==> config.mk <==
export PLATFORM = sky130hd
export DESIGN_NAME = strm_seq
export DESIGN_NICKNAME = d
export VERILOG_FILES = /design/src/rtl/strm_pkg.sv /design/src/rtl/strm_seq.sv
export SDC_FILE = /design/constraint.sdc
export NUM_CORES = 1
export LEC_CHECK = 0
export BUFFER_PORTS_ARGS = -buffer_cell sky130_fd_sc_hd__buf_2
export CAP_MARGIN = 5
export CORE_AREA = 2 2 39 41
export CTS_CLUSTER_SIZE = 28
export DETAILED_ROUTE_END_ITERATION = 6
export DIE_AREA = 0 0 41 43
export PLACE_DENSITY_LB_ADDON = 0.3
export SYNTH_ARGS = -nofsm -noshare
export SYNTH_HDL_FRONTEND = slang
export SYNTH_SLANG_ARGS = --single-unit
==> constraint.sdc <==
create_clock -name clk -period 2 [get_ports clk]
set_input_delay 0.2 -clock clk [delete_from_list [all_inputs] [get_ports clk]]
set_output_delay 0.2 -clock clk [all_outputs]
set_load 0.02 [all_outputs]
==> src/rtl/strm_pkg.sv <==
// ---------------------------------------------------------------------------
// strm_pkg
// shared widths, codes, control word layout and the microcode rom
// ---------------------------------------------------------------------------
package strm_pkg;

	localparam int POS_W = 10;
	localparam int VAL_W = 31;

	localparam logic [VAL_W-1:0] EMPTY_VALUE = 31'h7fff_ffff;

	// sequencer step codes
	localparam int PC_W = 4;
	localparam logic [PC_W-1:0] ST_CLEAR   = 4'd0;
	localparam logic [PC_W-1:0] ST_FETCH   = 4'd1;
	localparam logic [PC_W-1:0] ST_DECODE  = 4'd2;
	localparam logic [PC_W-1:0] ST_U_CHECK = 4'd3;
	localparam logic [PC_W-1:0] ST_U_LEAF  = 4'd4;
	localparam logic [PC_W-1:0] ST_U_CLIMB = 4'd5;
	localparam logic [PC_W-1:0] ST_Q_INIT  = 4'd6;
	localparam logic [PC_W-1:0] ST_Q_CLIMB = 4'd7;
	localparam logic [PC_W-1:0] ST_Q_EMIT  = 4'd8;

	// jump conditions
	localparam logic [3:0] C_ALWAYS      = 4'd0;
	localparam logic [3:0] C_CLR_LAST    = 4'd1;
	localparam logic [3:0] C_IN_FIRE     = 4'd2;
	localparam logic [3:0] C_IS_QUERY    = 4'd3;
	localparam logic [3:0] C_POS_BAD     = 4'd4;
	localparam logic [3:0] C_LEAF_ROOT   = 4'd5;
	localparam logic [3:0] C_PARENT_ROOT = 4'd6;
	localparam logic [3:0] C_RANGE_EMPTY = 4'd7;
	localparam logic [3:0] C_AB_NEXT_OK  = 4'd8;
	localparam logic [3:0] C_OUT_BUSY    = 4'd9;

	// write address / data source
	localparam logic [1:0] WA_CLEAR  = 2'd0;
	localparam logic [1:0] WA_LEAF   = 2'd1;
	localparam logic [1:0] WA_PARENT = 2'd2;

	// read address source
	localparam logic [1:0] RA_LEAF_SIB   = 2'd0;
	localparam logic [1:0] RA_PARENT_SIB = 2'd1;
	localparam logic [1:0] RA_AB_LOAD    = 2'd2;
	localparam logic [1:0] RA_AB_NEXT    = 2'd3;

	localparam logic NODE_LEAF   = 1'b0;
	localparam logic NODE_PARENT = 1'b1;
	localparam logic AB_LOAD     = 1'b0;
	localparam logic AB_NEXT     = 1'b1;
	localparam logic BEST_INIT   = 1'b0;
	localparam logic BEST_FOLD   = 1'b1;

	typedef struct packed {
		logic       take;
		logic       emit;
		logic       mem_we;
		logic [1:0] waddr_sel;
		logic [1:0] raddr_sel;
		logic       node_en;
		logic       node_sel;
		logic       ab_en;
		logic       ab_sel;
		logic       best_en;
		logic       best_sel;
		logic       clr_en;
	} ctl_t;

	typedef struct packed {
		logic clr_last;
		logic in_fire;
		logic is_query;
		logic pos_bad;
		logic leaf_root;
		logic parent_root;
		logic range_empty;
		logic ab_next_ok;
		logic out_busy;
	} status_t;

	typedef struct packed {
		ctl_t            ctl;
		logic [3:0]      cond;
		logic [PC_W-1:0] next_t;
		logic [PC_W-1:0] next_f;
	} uword_t;

	function automatic uword_t ucode_rom(input logic [PC_W-1:0] pc);
		uword_t w;
		w = '0;
		case (pc)
			ST_CLEAR: begin
				w.ctl.mem_we    = 1'b1;
				w.ctl.waddr_sel = WA_CLEAR;
				w.ctl.clr_en    = 1'b1;
				w.cond          = C_CLR_LAST;
				w.next_t        = ST_FETCH;
				w.next_f        = ST_CLEAR;
			end
			ST_FETCH: begin
				w.ctl.take = 1'b1;
				w.cond     = C_IN_FIRE;
				w.next_t   = ST_DECODE;
				w.next_f   = ST_FETCH;
			end
			ST_DECODE: begin
				w.cond   = C_IS_QUERY;
				w.next_t = ST_Q_INIT;
				w.next_f = ST_U_CHECK;
			end
			ST_U_CHECK: begin
				w.cond   = C_POS_BAD;
				w.next_t = ST_FETCH;
				w.next_f = ST_U_LEAF;
			end
			ST_U_LEAF: begin
				w.ctl.mem_we    = 1'b1;
				w.ctl.waddr_sel = WA_LEAF;
				w.ctl.raddr_sel = RA_LEAF_SIB;
				w.ctl.node_en   = 1'b1;
				w.ctl.node_sel  = NODE_LEAF;
				w.cond          = C_LEAF_ROOT;
				w.next_t        = ST_FETCH;
				w.next_f        = ST_U_CLIMB;
			end
			ST_U_CLIMB: begin
				w.ctl.mem_we    = 1'b1;
				w.ctl.waddr_sel = WA_PARENT;
				w.ctl.raddr_sel = RA_PARENT_SIB;
				w.ctl.node_en   = 1'b1;
				w.ctl.node_sel  = NODE_PARENT;
				w.cond          = C_PARENT_ROOT;
				w.next_t        = ST_FETCH;
				w.next_f        = ST_U_CLIMB;
			end
			ST_Q_INIT: begin
				w.ctl.raddr_sel = RA_AB_LOAD;
				w.ctl.ab_en     = 1'b1;
				w.ctl.ab_sel    = AB_LOAD;
				w.ctl.best_en   = 1'b1;
				w.ctl.best_sel  = BEST_INIT;
				w.cond          = C_RANGE_EMPTY;
				w.next_t        = ST_Q_EMIT;
				w.next_f        = ST_Q_CLIMB;
			end
			ST_Q_CLIMB: begin
				w.ctl.raddr_sel = RA_AB_NEXT;
				w.ctl.ab_en     = 1'b1;
				w.ctl.ab_sel    = AB_NEXT;
				w.ctl.best_en   = 1'b1;
				w.ctl.best_sel  = BEST_FOLD;
				w.cond          = C_AB_NEXT_OK;
				w.next_t        = ST_Q_CLIMB;
				w.next_f        = ST_Q_EMIT;
			end
			ST_Q_EMIT: begin
				w.ctl.emit = 1'b1;
				w.cond     = C_OUT_BUSY;
				w.next_t   = ST_Q_EMIT;
				w.next_f   = ST_FETCH;
			end
			default: begin
				w.cond   = C_ALWAYS;
				w.next_t = ST_FETCH;
				w.next_f = ST_FETCH;
			end
		endcase
		return w;
	endfunction

endpackage

==> src/rtl/strm_seq.sv <==
// ---------------------------------------------------------------------------
// strm_seq
// step counter and rom lookup with two-way conditional jump
// ---------------------------------------------------------------------------
module strm_seq (
	input  logic              clk,
	input  logic              arst_n,
	input  strm_pkg::status_t status,
	output strm_pkg::ctl_t    ctl
);
	import strm_pkg::*;

	logic [PC_W-1:0] pc_q;
	logic [PC_W-1:0] pc_d;
	uword_t          uw;
	logic            cond_hit;

	always_comb begin
		uw = ucode_rom(pc_q);
		case (uw.cond)
			C_ALWAYS:      cond_hit = 1'b1;
			C_CLR_LAST:    cond_hit = status.clr_last;
			C_IN_FIRE:     cond_hit = status.in_fire;
			C_IS_QUERY:    cond_hit = status.is_query;
			C_POS_BAD:     cond_hit = status.pos_bad;
			C_LEAF_ROOT:   cond_hit = status.leaf_root;
			C_PARENT_ROOT: cond_hit = status.parent_root;
			C_RANGE_EMPTY: cond_hit = status.range_empty;
			C_AB_NEXT_OK:  cond_hit = status.ab_next_ok;
			C_OUT_BUSY:    cond_hit = status.out_busy;
			default:       cond_hit = 1'b1;
		endcase
		pc_d = cond_hit ? uw.next_t : uw.next_f;
	end

	assign ctl = uw.ctl;

	always_ff @(posedge clk or negedge arst_n) begin
		if (!arst_n) begin
			pc_q <= ST_CLEAR;
		end else begin
			pc_q <= pc_d;
		end
	end

endmodule

==> results.json, run 1 <==
{
  "p_leak_nw": 0.338,
  "grt_pass1_wl_mm": 1.93,
  "hold_viol_final": 0,
  "regMostFlops": "pc_q",
  "grt-ovfl-total": 0,
  "synth_enable_flop_cells": 0,
  "fin_nets": 97,
  "cts_tree": "built",
  "setup.worst_path.start_class": "flop",
  "min_period_over_period": 0.966,
  "cp_slowest_cell": "or4_1",
  "ys_ff_latch": 4,
  "crit_path_cell_trace": "buf_4 > or4_1 > o21ai_0 > buf_2",
  "syn_inst": 58,
  "numCtsBuffers": 3,
  "grt_util_met1": 0.195,
  "fillers": 142,
  "yosysWarnings": 0,
  "critPathArrivalTime_ns": 1.73,
  "reg_top3": "pc_q: 4 flops",
  "grt_use_met3": 0.0157,
  "cp-end-kind": "output pin",
  "grt_setup_unrepaired": "yes",
  "crit_required_ns": 1.80,
  "ys_seq_area_frac": 0.215,
  "relSlewSlack": 0.711,
  "path_clk_slew_ns": 0.04,
  "drc": 0,
  "die_x_um": 41,
  "die_h_um": 43,
  "dp_hpwl_um": 878,
  "cts-root-buf": "clkbuf_4",
  "antenna_found_initial": 0,
  "p_comb_frac": 0.749,
  "largest_reg_flops": 4,
  "firstDrtPassIters": 4,
  "p_sw_frac": 0.510,
  "max_freq_mhz": 518,
  "track_usage": 0.163,
  "path_delay_family": "simple AND/OR/NAND/NOR gates",
  "crit_type": "reg -> out",
  "area_delta_synth_final_pct": 37.1,
  "synthArstFlopShare": 1.00,
  "io_pins": 25,
  "ir_worst_vdd_mv": 0.568,
  "switchingPower_uw": 521,
  "numPortBuffers": 24,
  "grt_max_degree": 16,
  "cts_buffer_depth": 2,
  "place_congestion": 0.726,
  "via_per_inst": 5.11,
  "crit_buf_inv": 2,
  "drv_cap": 0,
  "slowest_delay_ns": 0.60,
  "drive_above_1_share": 0.452,
  "finalMaxSlewViolations": 0,
  "dieArea_sq_um": 1760,
  "dr.first_iter.drc_count": 14,
  "cp_max_fo": 13,
  "powerDensity_nw_per_um2": 1600,
  "routed_wl_mm": 1.24,
  "std_cell_rows": 14,
  "yosys_most_used_dff": "dfrtp_1",
  "hold_slack_ns": 0.303,
  "setup_viol": 0,
  "clk_latency_ns": 0.24,
  "use_met2": 0.253,
  "internal_power_uw": 500,
  "skew_ns": 0.00185,
  "coreArea_sq_um": 1380,
  "status": "completed",
  "detail-route-antenna-nets": 0,
  "layout_setup_ws_ns": 0.0688,
  "clkPwrFrac": 0.099,
  "antenna_cells": 0,
  "vias": 511,
  "dp_slack_ns": 0.0830,
  "final_util": 0.461,
  "hp-class": "in -> async",
  "worst_slew_pin_slew_ns": 0.434,
  "dpl-instance-area_sq_um": 586,
  "seqPwrFrac": 0.152,
  "grt_pass1_vias": 466,
  "finalCriticalPeriod_ns": 1.93,
  "wl_per_cell_um": 12.4,
  "ys_types": 38,
  "synth_area_per_cell_sq_um": 8.02,
  "syn-num-nets": 69,
  "netlist_area_sq_um": 465,
  "start_util": 0.336,
  "fin_area_sq_um": 638,
  "htree_levels": 1,
  "cts.sinks": 4,
  "total_power_mw": 1.02,
  "grt_busiest_layer": "met2"
}
-- what timing repair did --
action	4_1_cts	5_1_grt
hold endpoints to repair	4	0
setup buffers	0	1
hold buffers	1	0
resized for setup	0	2
endpoints found under the setup margin	0	5
-- stage by stage --
| step | instances | setup TNS, ns |
|---|---|---|
| 2_1_floorplan | 58 | 0 |
| 3_3_place_gp | 94 | 0 |
| 3_5_place_dp | 94 | 0 |
| 4_1_cts | 98 | 0 |
| 5_1_grt | 100 | -0.0738 |
| 6_report | 100 | 0 |
-- routing by layer --
metal | wire [um] | vias to the layer above
li1 | - | 263
met1 | 559 | 233
met2 | 620 | 13
met3 | 45 | 2
met4 | 14 | 0
met5 | 0 | -
-- cell usage after synthesis, drive strengths merged (2+ instances only) --
| library cell | number | area, sq um |
|---|---|---|
| mux2 | 3 | 41.3 |
| a21oi | 2 | 13.8 |
| dfrtp | 4 | 100 |
| clkbuf | 2 | 8.75 |
| nand2 | 5 | 18.8 |
| nor2 | 6 | 22.5 |
| inv | 5 | 18.8 |
| o211ai | 2 | 20.0 |
| a211o | 2 | 17.5 |
| buf | 4 | 31.3 |
| nor3 | 2 | 10.0 |
-- worst reg2reg max path, cell delays in order, from the launching register on --
cell	delay [ns]
dfrtp_2	0.43
mux2_4	0.30
a222oi_1	0.43
o211ai_2	0.25
a211o_1	0.31
a21oi_2	0.11
-- cells in the final DEF, fill, tap and decap left out, types with 2 or more instances in the layout --
master	count
nor3_1	2
o211ai_1	2
a211o_1	2
nand2_1	5
nor2_1	6
buf_4	3
buf_2	24
inv_1	5
dfrtp_1	3
clkbuf_4	3
mux2_4	2
-- cell type report --
cell class                 count  area (sq um)  share of cell area
inverter                       5          18.8              0.0294
sequential                     4           101               0.159
tap                           16          20.0              0.0314
timing repair buffer          29           164               0.257
multi-input combinational     43           312               0.488
clock buffer                   3          22.5              0.0353
-- cells by family after synthesis --
logic type	share of synthesized area
compound gates	0.245
xor+xnor	0.0376
buf+inv	0.145
flops	0.215
mux	0.0887
simple gates	0.269
-- path summary, 6_finish.rpt --
path	from	end	slack (ns)	cells after the start
max in group asynchronous	arst_n	pc_q[0]	1.56	2
worst min register to register	pc_q[3]	pc_q[1]	0.63	1
worst max register to register	pc_q[0]	pc_q[1]	0.09	5
worst min-delay path	arst_n	pc_q[1]	0.30	2
worst max-delay path	pc_q[0]	ctl[11]	0.07	4
min in group clk	pc_q[3]	pc_q[1]	0.63	1
-- power by group through the flow --
stage	combinational [mW]	sequential, mW	clock, mW
after floorplan	0.576	0.132	0
after global placement	0.705	0.151	0
after detailed placement	0.712	0.151	0
after CTS	0.715	0.149	0.106
after global routing	0.848	0.160	0.106
final	0.764	0.155	0.101
Power figures use the tool's default switching activity.
==> run 2: changes to the inputs <==
- CAP_MARGIN: 5 -> 25
- REMOVE_ABC_BUFFERS: unset -> 1
==> run 2 against run 1 <==
  * Count of clock-buffer cells in the layout did not move
  * Flip-flop and latch count did not move
  * Critical path depth did not move
  * Critical path type unchanged
==> results.json, run 2 (synthesis gave the netlist of run 1 again) <==
{
  "coreArea_sq_um": 1380,
  "dr.first_iter.drc_count": 13,
  "std_cell_rows": 14,
  "drive_above_1_share": 0.447,
  "skew_ns": 0.00212,
  "status": "completed",
  "finalMaxSlewViolations": 0,
  "max_freq_mhz": 529,
  "layout_commonest_cell": "buf_2",
  "cts-root-buf": "clkbuf_4",
  "dieArea_sq_um": 1760,
  "htree_levels": 1,
  "p_leak_nw": 0.347,
  "crit_required_ns": 1.80,
  "clk_latency_ns": 0.23,
  "relSlewSlack": 0.773,
  "slowest_delay_ns": 0.57,
  "min_period_over_period": 0.945,
  "r2r_cells": 6,
  "path_delay_family": "simple AND/OR/NAND/NOR gates",
  "reg2reg_slack_ns": 0.12,
  "die_x_um": 41,
  "finalCriticalPeriod_ns": 1.89,
  "via_per_inst": 4.99,
  "critPathArrivalTime_ns": 1.69,
  "layout_common_cells": "buf_2 (23), buf_4 (7), nor2_1 (6), nand2_1 (5), inv_1 (5)",
  "cp_max_fo": 9,
  "crit_type": "reg -> out",
  "ir_worst_vdd_mv": 0.521,
  "multi_input_area_sq_um": 298,
  "numCtsBuffers": 3,
  "setup.worst_path.start_class": "flop",
  "crit_buf_inv": 2,
  "path_clk_slew_ns": 0.04,
  "grt-ovfl-total": 0,
  "place_congestion": 0.735,
  "area_delta_synth_final_pct": 36.8,
  "wl_per_cell_um": 11.6,
  "layout_setup_ws_ns": 0.109,
  "detail-route-antenna-nets": 0,
  "worst_slew_pin_slew_ns": 0.336,
  "r2r_end": "pc_q[2]",
  "firstDrtPassIters": 4,
  "grt_max_degree": 16,
  "vias": 504,
  "crit_path_cell_trace": "buf_4 > or4_1 > o21ai_0 > buf_4",
  "numPortBuffers": 24,
  "grt_pass1_wl_mm": 1.80,
  "cts.sinks": 4,
  "cts_buffer_depth": 2,
  "drc": 0,
  "reg_top3": "pc_q: 4 flops",
  "dp_hpwl_um": 932,
  "hp-class": "in -> async",
  "cts_tree": "built",
  "largest_reg_flops": 4,
  "rr_startpoint": "pc_q[0]",
  "antenna_found_initial": 0,
  "p_sw_frac": 0.499,
  "fin_cells": 101,
  "io_pins": 25,
  "start_util": 0.336,
  "cp_common_cell": "buf_4",
  "post_cts_buffers": 0,
  "cp_slowest_cell": "or4_1",
  "hold_viol_final": 0,
  "total_power_mw": 1.01,
  "setup_tns_ns": 0,
  "die_h_um": 43,
  "track_usage": 0.154,
  "switchingPower_uw": 502,
  "powerDensity_nw_per_um2": 1580,
  "setup_viol": 0,
  "grt_pass1_vias": 427,
  "regMostFlops": "pc_q",
  "dp_cells": 97,
  "dp_slack_ns": 0.0860,
  "antenna_cells": 0,
  "regArea_sq_um": 100,
  "fin_nets": 98,
  "cp-end-kind": "output pin",
  "routed_wl_mm": 1.17,
  "drv_cap": 0,
  "seqPwrFrac": 0.156,
  "p_comb_frac": 0.746,
  "clkPwrFrac": 0.098,
  "internal_power_uw": 504,
  "grt_setup_unrepaired": "no",
  "fillers": 141
}
[run 2: cell types whose count changed in the layout (fill, tap and decap cells not counted), sizes merged]
| cell | previous run | this run |
|---|---|---|
| o211ai | 3 | 2 |
| buf | 28 | 30 |
[run 2: layout make-up]
| type | count | area share |
|---|---|---|
| clock buffers | 3 | 0.0354 |
| flip-flops and latches | 4 | 0.157 |
| well taps | 16 | 0.0314 |
| inverters | 5 | 0.0295 |
| repair buffers | 31 | 0.279 |
| multi-input cells | 42 | 0.468 |
[run 2: how the worst max path moves through the flow]
stage	depth (start not counted)	from	to	slack [ns]
after floorplan	5	pc_q[1]	pc_q[1]	0.008
after global placement	6	pc_q[0]	pc_q[2]	0.18
after detailed placement	6	pc_q[0]	pc_q[2]	0.09
after CTS	4	pc_q[0]	ctl[11]	0.08
after global routing	4	pc_q[0]	ctl[11]	0.007
final	4	pc_q[0]	ctl[11]	0.11
[run 2: through the flow]
| step | util | cell area [sq um] | hold WS, ns |
|---|---|---|---|
| 3_3_place_gp | 0.435 | 602 | 0.0111 |
| 6_report | 0.460 | 637 | 0.298 |
| 5_1_grt | 0.460 | 637 | 0.302 |
| 2_1_floorplan | - | 417 | -0.0956 |
| 3_5_place_dp | 0.435 | 602 | 0.00897 |
| 4_1_cts | 0.458 | 634 | 0.302 |
[run 2: timing repair]
item	in CTS	in global routing
setup endpoints to repair	0	1
endpoints found under the hold margin	4	0
resized for setup	0	1
hold buffers	1	0
[run 2: layer usage]
metal	global-route usage	share of wire	up-vias
li1	-	-	258
met2	0.225	0.51	26
met3	0.0628	0.074	0
met1	0.195	0.41	220
met5	0	0	-
met4	0.0600	0	0
[run 2: power groups by stage]
stage | registers, mW | logic (mW) | clock network (mW)
after CTS | 0.157 | 0.749 | 0.102
after global placement | 0.158 | 0.732 | 0
after global routing | 0.162 | 0.828 | 0.120
after detailed placement | 0.158 | 0.745 | 0
final | 0.157 | 0.751 | 0.0987
after floorplan | 0.191 | 0.460 | 0
==> run 3: changes to the inputs <==
- CELL_PAD_IN_SITES_DETAIL_PLACEMENT: unset -> 1
- CELL_PAD_IN_SITES_GLOBAL_PLACEMENT: unset -> 1
- CORE_AREA: 2 2 39 41 -> unset
- CORE_MARGIN: unset -> 1
- CORE_UTILIZATION: unset -> 29
- DIE_AREA: 0 0 41 43 -> unset
- SETUP_SLACK_MARGIN: unset -> 0.3
==> run 3 against run 2 <==
  * Fmax is 0.15% lower
  * Highest routed layer is now met4
  * Largest cell class unchanged
  * Non-clock buffer count is 8 higher
  * Combinational power is 29% higher
  * Power is 22% higher
  * Cell area is 16% higher
  * Flip-flop and latch count stayed put
  * Clock skew is 0.0019 ns lower
  * Die area is 0.34% higher
  * Register-to-register slack hardly changed
  * Critical path depth is 1 higher
==> results.json, run 3 (synthesis gave the netlist of run 1 again) <==
{
  "status": "completed",
  "grt_max_degree": 17,
  "htree_levels": 1,
  "reg2reg_slack_ns": 0.11,
  "start_util": 0.309,
  "drc": 0,
  "cp_max_fo": 5,
  "dp_hpwl_mm": 1.10,
  "dpl-instance-area_sq_um": 602,
  "cp-end-kind": "flop",
  "grt-ovfl-total": 0,
  "cts_tree": "built",
  "ir_worst_vdd_mv": 0.771,
  "place_congestion": 0.859,
  "via_per_inst": 5.42,
  "fin_area_sq_um": 738,
  "dr.first_iter.drc_count": 13,
  "layout_common_cells": "buf_2 (21), buf_4 (14), nand2_1 (5), nor2_1 (5), inv_1 (4)",
  "skew_ns": 0.000179,
  "antenna_cells": 0,
  "area_delta_synth_final_pct": 58.6,
  "p_leak_nw": 0.387,
  "setup_viol": 0,
  "fin_nets": 107,
  "cts-root-buf": "clkbuf_4",
  "r2r_end": "pc_q[3]",
  "cts.sinks": 4,
  "drv_cap": 0,
  "coreArea_sq_um": 1510,
  "std_cell_rows": 14,
  "worst_slew_pin_slew_ns": 0.565,
  "largest_reg_flops": 4,
  "cts_buffer_depth": 2,
  "max_freq_mhz": 528,
  "finalMaxSlewViolations": 0,
  "min_period_over_period": 0.947,
  "numCtsBuffers": 3,
  "r2r_cells": 5,
  "path_clk_slew_ns": 0.04,
  "die_x_um": 42.1,
  "regMostFlops": "pc_q",
  "clk_latency_ns": 0.24,
  "detail-route-antenna-nets": 0,
  "drive_above_1_share": 0.553,
  "track_usage": 0.189,
  "grt_setup_unrepaired": "yes",
  "dieArea_sq_um": 1770,
  "grt_pass1_vias": 562,
  "wl_per_cell_um": 14.1,
  "io_pins": 25,
  "vias": 596,
  "crit_type": "reg -> reg",
  "layout_commonest_cell": "buf_2",
  "setup_tns_ns": 0,
  "crit_required_ns": 2.13,
  "dp_cells": 97,
  "grt_pass1_wl_mm": 2.48,
  "hold_viol_final": 0,
  "antenna_found_initial": 0,
  "critPathArrivalTime_ns": 2.02,
  "final_util": 0.490,
  "finalCriticalPeriod_ns": 1.89,
  "setup.worst_path.start_class": "flop",
  "total_power_mw": 1.23,
  "reg_top3": "pc_q: 4 flops",
  "firstDrtPassIters": 4,
  "powerDensity_nw_per_um2": 1670,
  "relSlewSlack": 0.618,
  "routed_wl_mm": 1.55,
  "fin_cells": 110,
  "hp-class": "in -> async",
  "numPortBuffers": 24,
  "die_h_um": 42.1,
  "rr_startpoint": "pc_q[1]"
}
[run 3: cell count changes in the layout (fill, tap and decap cells not counted), sizes merged]
cell and delta:
buf +8, o211ai +1
[run 3: timing repair]
| item | 4_1_cts | 5_1_grt |
|---|---|---|
| cloned | 1 | 0 |
| gates resized for setup | 7 | 6 |
| setup endpoints to repair | 10 | 15 |
| pin swaps | 6 | 2 |
| endpoints found under the hold margin | 4 | 0 |
| hold buffers | 1 | 0 |
| buffers inserted | 6 | 2 |
[run 3: where the power goes]
| part | internal, mW | total (mW) | switching [mW] |
|---|---|---|---|
| clock | 0.0672 | 0.102 | 0.0347 |
| combinational | 0.458 | 0.970 | 0.512 |
| sequential | 0.115 | 0.157 | 0.0421 |
| total | 0.641 | 1.23 | 0.589 |
[run 3: critical path, stage by stage, from the launching register on]
cell and delay (ns):
dfrtp_1 0.40, mux2_4 0.31, a222oi_1 0.43, o211ai_2 0.25
buf_4 0.19, a22o_1 0.21
[run 3: layout make-up]
cell class | instances | area (sq um)
timing repair buffer | 39 | 254
tap | 16 | 20.0
multi-input combinational | 43 | 320
sequential | 4 | 103
inverter | 5 | 18.8
clock buffer | 3 | 22.5
fill | 192 | 768
[run 3: through the flow]
| stage | setup WS, ns | hold slack [ns] |
|---|---|---|
| final | 0.106 | 0.301 |
| after global routing | 0.0222 | 0.322 |
| after CTS | 0.124 | 0.300 |
| after detailed placement | 0.0813 | 0.0157 |
| after global placement | 0.150 | 0.0145 |
| after floorplan | 0.00769 | -0.0956 |
[run 3: how the worst max path moves through the flow]
stage                  from  endpoint  slack [ns]
finish              pc_q[1]   pc_q[3]        0.11
global route        pc_q[0]   pc_q[0]        0.02
CTS                 pc_q[0]   ctl[11]        0.12
detailed placement  pc_q[1]   pc_q[1]        0.08
global placement    pc_q[0]   pc_q[0]        0.15
floorplan           pc_q[1]   pc_q[1]       0.008
[run 3: layer usage]
| metal | global-route usage | vias up | share of wire |
|---|---|---|---|
| met1 | 0.225 | 282 | 0.42 |
| met3 | 0.0388 | 6 | 0.048 |
| met2 | 0.313 | 26 | 0.51 |
| met4 | 0.113 | 0 | 0.024 |
| met5 | 0 | - | 0 |
| li1 | - | 282 | - |
